**src/fp192_pkg.sv**
```systemverilog
`timescale 1ns / 1ps

package fp192_pkg;

  localparam int WORD_W  = 64;
  localparam int DIG_W   = 32;
  localparam int NUM_DIG = 6;
  localparam int OPND_W  = 3 * WORD_W;
  localparam int ROW_W   = OPND_W + DIG_W;
  localparam int PAIR_W  = ROW_W + DIG_W;
  localparam int SUM_W   = PAIR_W + 2 * DIG_W;
  localparam int KEEP_LO = 2 * WORD_W;
  localparam int CMD_W   = 2;

  localparam logic [CMD_W-1:0] CMD_ADD = 2'd0;
  localparam logic [CMD_W-1:0] CMD_SUB = 2'd1;
  localparam logic [CMD_W-1:0] CMD_MUL = 2'd2;

  // request control from the input register up to the output mux
  localparam int CTRL_DEPTH  = 5;
  // add/sub result register plus delay to line up with the multiplier
  localparam int ALIGN_DEPTH = 4;
  localparam int LATENCY     = CTRL_DEPTH + 1;

  typedef struct packed {
    logic             valid;
    logic [CMD_W-1:0] cmd;
  } ctrl_t;

endpackage

```
**src/fp192_addsub.sv**
```systemverilog
`timescale 1ns / 1ps

module fp192_addsub (
  input  logic                         clk,
  input  logic                         sub,
  input  logic [fp192_pkg::OPND_W-1:0] a,
  input  logic [fp192_pkg::OPND_W-1:0] b,
  output logic [fp192_pkg::OPND_W-1:0] res
);

  logic [fp192_pkg::OPND_W-1:0] res_r [fp192_pkg::ALIGN_DEPTH];

  always_ff @(posedge clk) begin
    res_r[0] <= sub ? (a - b) : (a + b);
    for (int i = 1; i < fp192_pkg::ALIGN_DEPTH; i++) begin
      res_r[i] <= res_r[i-1];
    end
  end

  assign res = res_r[fp192_pkg::ALIGN_DEPTH-1];

endmodule

```
**config.mk**
```make
export PLATFORM = sky130hd
export DESIGN_NAME = fp192_addsub
export DESIGN_NICKNAME = d
export VERILOG_FILES = /design/src/fp192_pkg.sv /design/src/fp192_addsub.sv
export SDC_FILE = /design/constraint.sdc
export NUM_CORES = 1
export LEC_CHECK = 0
export BUFFER_PORTS_ARGS = -buffer_cell sky130_fd_sc_hd__buf_2
export CAP_MARGIN = 5
export CORE_MARGIN = 1.5
export CORE_UTILIZATION = 33
export CTS_BUF_LIST = sky130_fd_sc_hd__clkbuf_16
export DETAILED_ROUTE_END_ITERATION = 7
export PLACE_DENSITY = 0.51
export RECOVER_POWER = 100
export SLEW_MARGIN = 15
export SYNTH_ARGS = -nofsm -noshare
export SYNTH_HDL_FRONTEND = slang
export SYNTH_SLANG_ARGS = --single-unit
```
**constraint.sdc**
```tcl
create_clock -name clk -period 10 [get_ports clk]
set_input_delay 1 -clock clk [delete_from_list [all_inputs] [get_ports clk]]
set_output_delay 1 -clock clk [all_outputs]
set_load 0.02 [all_outputs]
```
==> metrics.md <==
| Metric | Value |
|---|---|
| Worst-Skew Late Latency | 0.67 ns |
| Status | finished, violations left |
| Failing checks | max-capacitance violations, max-slew violations |
| Layout cell share with drive strength beyond 1 | 0.130 |
| Synth Flop Type | dfxtp_1 |
| Gr usage total | 0.282 |
| Peak supply drop | approximately 140 uV |
| Final worst-path cycle share | 0.894 |
| Pwr/cell area | 244 nW/um^2 |
| CTS tree | done |
| Unrepaired setup endpoints after global routing | false |
| Max Root-Sink Buffers | 3 |
| Final setup vio count | 0 |
| Final Max Slew Viols | 3 |
| Num ports | 578 |
| CTS clk-pin slew, worst paths | around 0.060 ns |
| Seq cells post-synth | 768 |
| Cts bufs inserted | 80 |
| Maxcap violations | 1 |
| Cell Chain, Critical Path | clkbuf_1 -> or4_1 -> nor3_1 -> and3_1 -> and3_1 -> nand2_1 -> nor4_1 -> and2_0 -> nand2_1 -> nor2_1 -> clkbuf_1 -> nor2_1 -> xnor2_1 -> ha_1 -> nand4_1 -> nor3_1 -> nand4_1 -> o311ai_0 -> o21ai_0 -> o211ai_1 -> a21oi_1 -> o21ai_0 -> xor2_1 |
| Critical path type | in -> reg |
| EDFF count, synth | 0 |
| Total grt overflow | 0 |
| H-tree depth | 3 |
| Asr flop ratio synth | 0 |
| Worst Path Max Fanout | 10 |
| Placer congestion estimate | 1.00 |
| Max reg flops | around 770 |
| Distinct cells, synth | 85 |
| Post-synth design cell area | 33900 um^2 |
| Setup_tns | 0 ns |
| Final WL | 153 mm |
| FP Rows | 117 |
| Initial core utilization | 0.333 |
| Layout fillers | ~11000 |
| Crit path time final | 8.94 ns |
| Via count | 31200 |
| Syn Inst Count | 3765 |
| Number of global-route vias before repair | between 20000 and 30000 |
| Remaining antenna violation count | 0 |
| Leading cell type in the layout, fill and taps excluded | dfxtp_1 |
| Die Wd | 324 um |
| Iter 0 DRT Violations | roughly 3400 |
| R2R Setup Slk | between 9 and 10 ns |
| Detail Placement HPWL | 130 mm |
| Hold Path Class | reg -> reg |
| CP endpoint kind | flop |
| Final worst clock skew | 0.0403 ns |
| Top Registers | res_r x768 |
| Pin count of the biggest net entering global routing | 68 |
| Syn nets | 4345 |
| Initial antenna violation count | 36 |
| Hold-fix buffers at CTS | 0 |
| Routed len/inst | 26.5 um |
| Worst rel slew slack | -0.815 |
| Fin. Hold Viols | 0 |
| P&R area growth vs syn | 19.8% |
| Synthesized area per cell | 9.01 um^2 |
| Overall power | a little under 10 mW |
| Root Buffer | clkbuf_16 |
| Hold slack final | 0.291 ns |
| Biggest register | res_r |
| Final net count | 4908 |
| Critical Path RT | about 11 ns |
| Synth Warn # | 0 |
| Die ar. | about 100000 um^2 |
| Max incr delay on CP | roughly 0.84 ns |
| CP Launch Type | primary input |
| Die height | between 300 and 400 um |
| Fmax | 0.112 GHz |
| Vias per cell | 5.40 |
| CTS Sinks | 768 |
| Sequential fraction of the synthesis area | 0.453 |
| CP max stage cell | o211ai_1 |
| Setup bufs post-CTS | 0 |
| Most frequent cells in the layout | dfxtp_1, a21oi_1, buf_2 |
| Port Buf Inserts | around 580 |
| First-pass detailed-route iteration total | 6 |
| CTS resizes | 0 |
| Leak | 16.3 nW |
| Slew @ Worst Pin | 2.65 ns |
| Wire length of the first global-routing pass | 212 mm |
| Core box area | 102000 um^2 |
| DRC | 0 |
| Worst endpoint data arrival time | 9.54 ns |
## layer usage
layer	vias up	wire, um	part of all wire	global-route usage
li1	14500	-	-	-
met1	14900	68300	0.45	0.384
met2	1472	65700	0.43	0.429
met3	267	13000	0.085	0.0655
met4	36	5480	0.036	0.108
met5	-	230	0.0015	0
## through the flow
step           cells  area (um^2)  worst slack (ns)  utilization
4_1_cts         5759        40900              1.97        0.401
2_1_floorplan   3765        33900              3.44            -
3_5_place_dp    5614        38300              1.28        0.376
5_1_grt         5766        40600             0.783        0.399
6_report        5770        40600              1.06        0.399
3_3_place_gp    5614        38300              1.34        0.376
## report_power, final
part | switching (mW) | internal [mW]
registers | 0.318 | 4.16
clock network | 1.23 | 1.74
logic | 1.74 | 0.748
## final cells by class
class / count / area (um^2) / share of cell area
antenna: 11 / 27.5 / 0.000678
clock buffer: 83 / 2080 / 0.0511
clock inverter: 62 / 539 / 0.0133
inverter: 85 / 319 / 0.00785
multi-input combinational: 2784 / 17700 / 0.436
sequential: 768 / 15400 / 0.378
tap: 1368 / 1710 / 0.0421
timing repair buffer: 609 / 2860 / 0.0704
## critical path, delay by kind of cell
family                     cells  cell delay, ns
AOI/OAI and AO/OA              5            2.73
buffers and inverters          2            0.45
and+or+nand+nor               13            4.50
xor gates and xnor gates       2            0.36
adders and majority gates      1            0.49
## kinds of logic (layout without fill, tap and decap cells)
family	after synthesis	in the layout	share of synthesized area
mux	1	1	0.000295
other cells	0	11	0
simple gates	1214	1214	0.179
fa+ha+maj	194	194	0.0718
compound gates	994	994	0.174
buf+inv	213	839	0.0239
xor+xnor	381	381	0.0984
flops	768	768	0.453
## synthesized netlist by cell type (6+ instances only)
library cell	count	area share
o21a_1	35	0.0077
o21ai_0	220	0.032
o211ai_1	11	0.0024
o21bai_1	64	0.014
nand3_1	54	0.0080
a211oi_1	12	0.0027
a221oi_1	6	0.0015
xor2_1	90	0.023
inv_1	85	0.0094
dfxtp_1	768	0.45
a21boi_0	16	0.0035
nand2_1	301	0.033
nor4_1	63	0.012
and2_1	25	0.0046
o31ai_1	15	0.0033
nor2b_1	18	0.0033
a21oi_1	429	0.063
buf_1	11	0.0012
or2_2	19	0.0035
xnor2_1	291	0.075
and3_1	28	0.0052
and4_1	23	0.0059
or4_1	16	0.0035
nand2b_1	29	0.0053
a31oi_1	61	0.011
a21o_1	63	0.014
nor3_1	111	0.016
nor2_1	337	0.037
or3_1	44	0.0081
nand4_1	107	0.020
clkbuf_1	113	0.013
ha_1	193	0.071
## worst paths after layout
path / startpoint / to / cells after the start
worst max-delay path: b[11] / res_r[0][182] / 23
worst min-delay path: res_r[0][159] / res_r[1][159] / 0
worst max register to register: res_r[2][1] / res_r[3][1] / 0
worst min register to register: res_r[0][159] / res_r[1][159] / 0
Power figures use the tool's default switching activity.
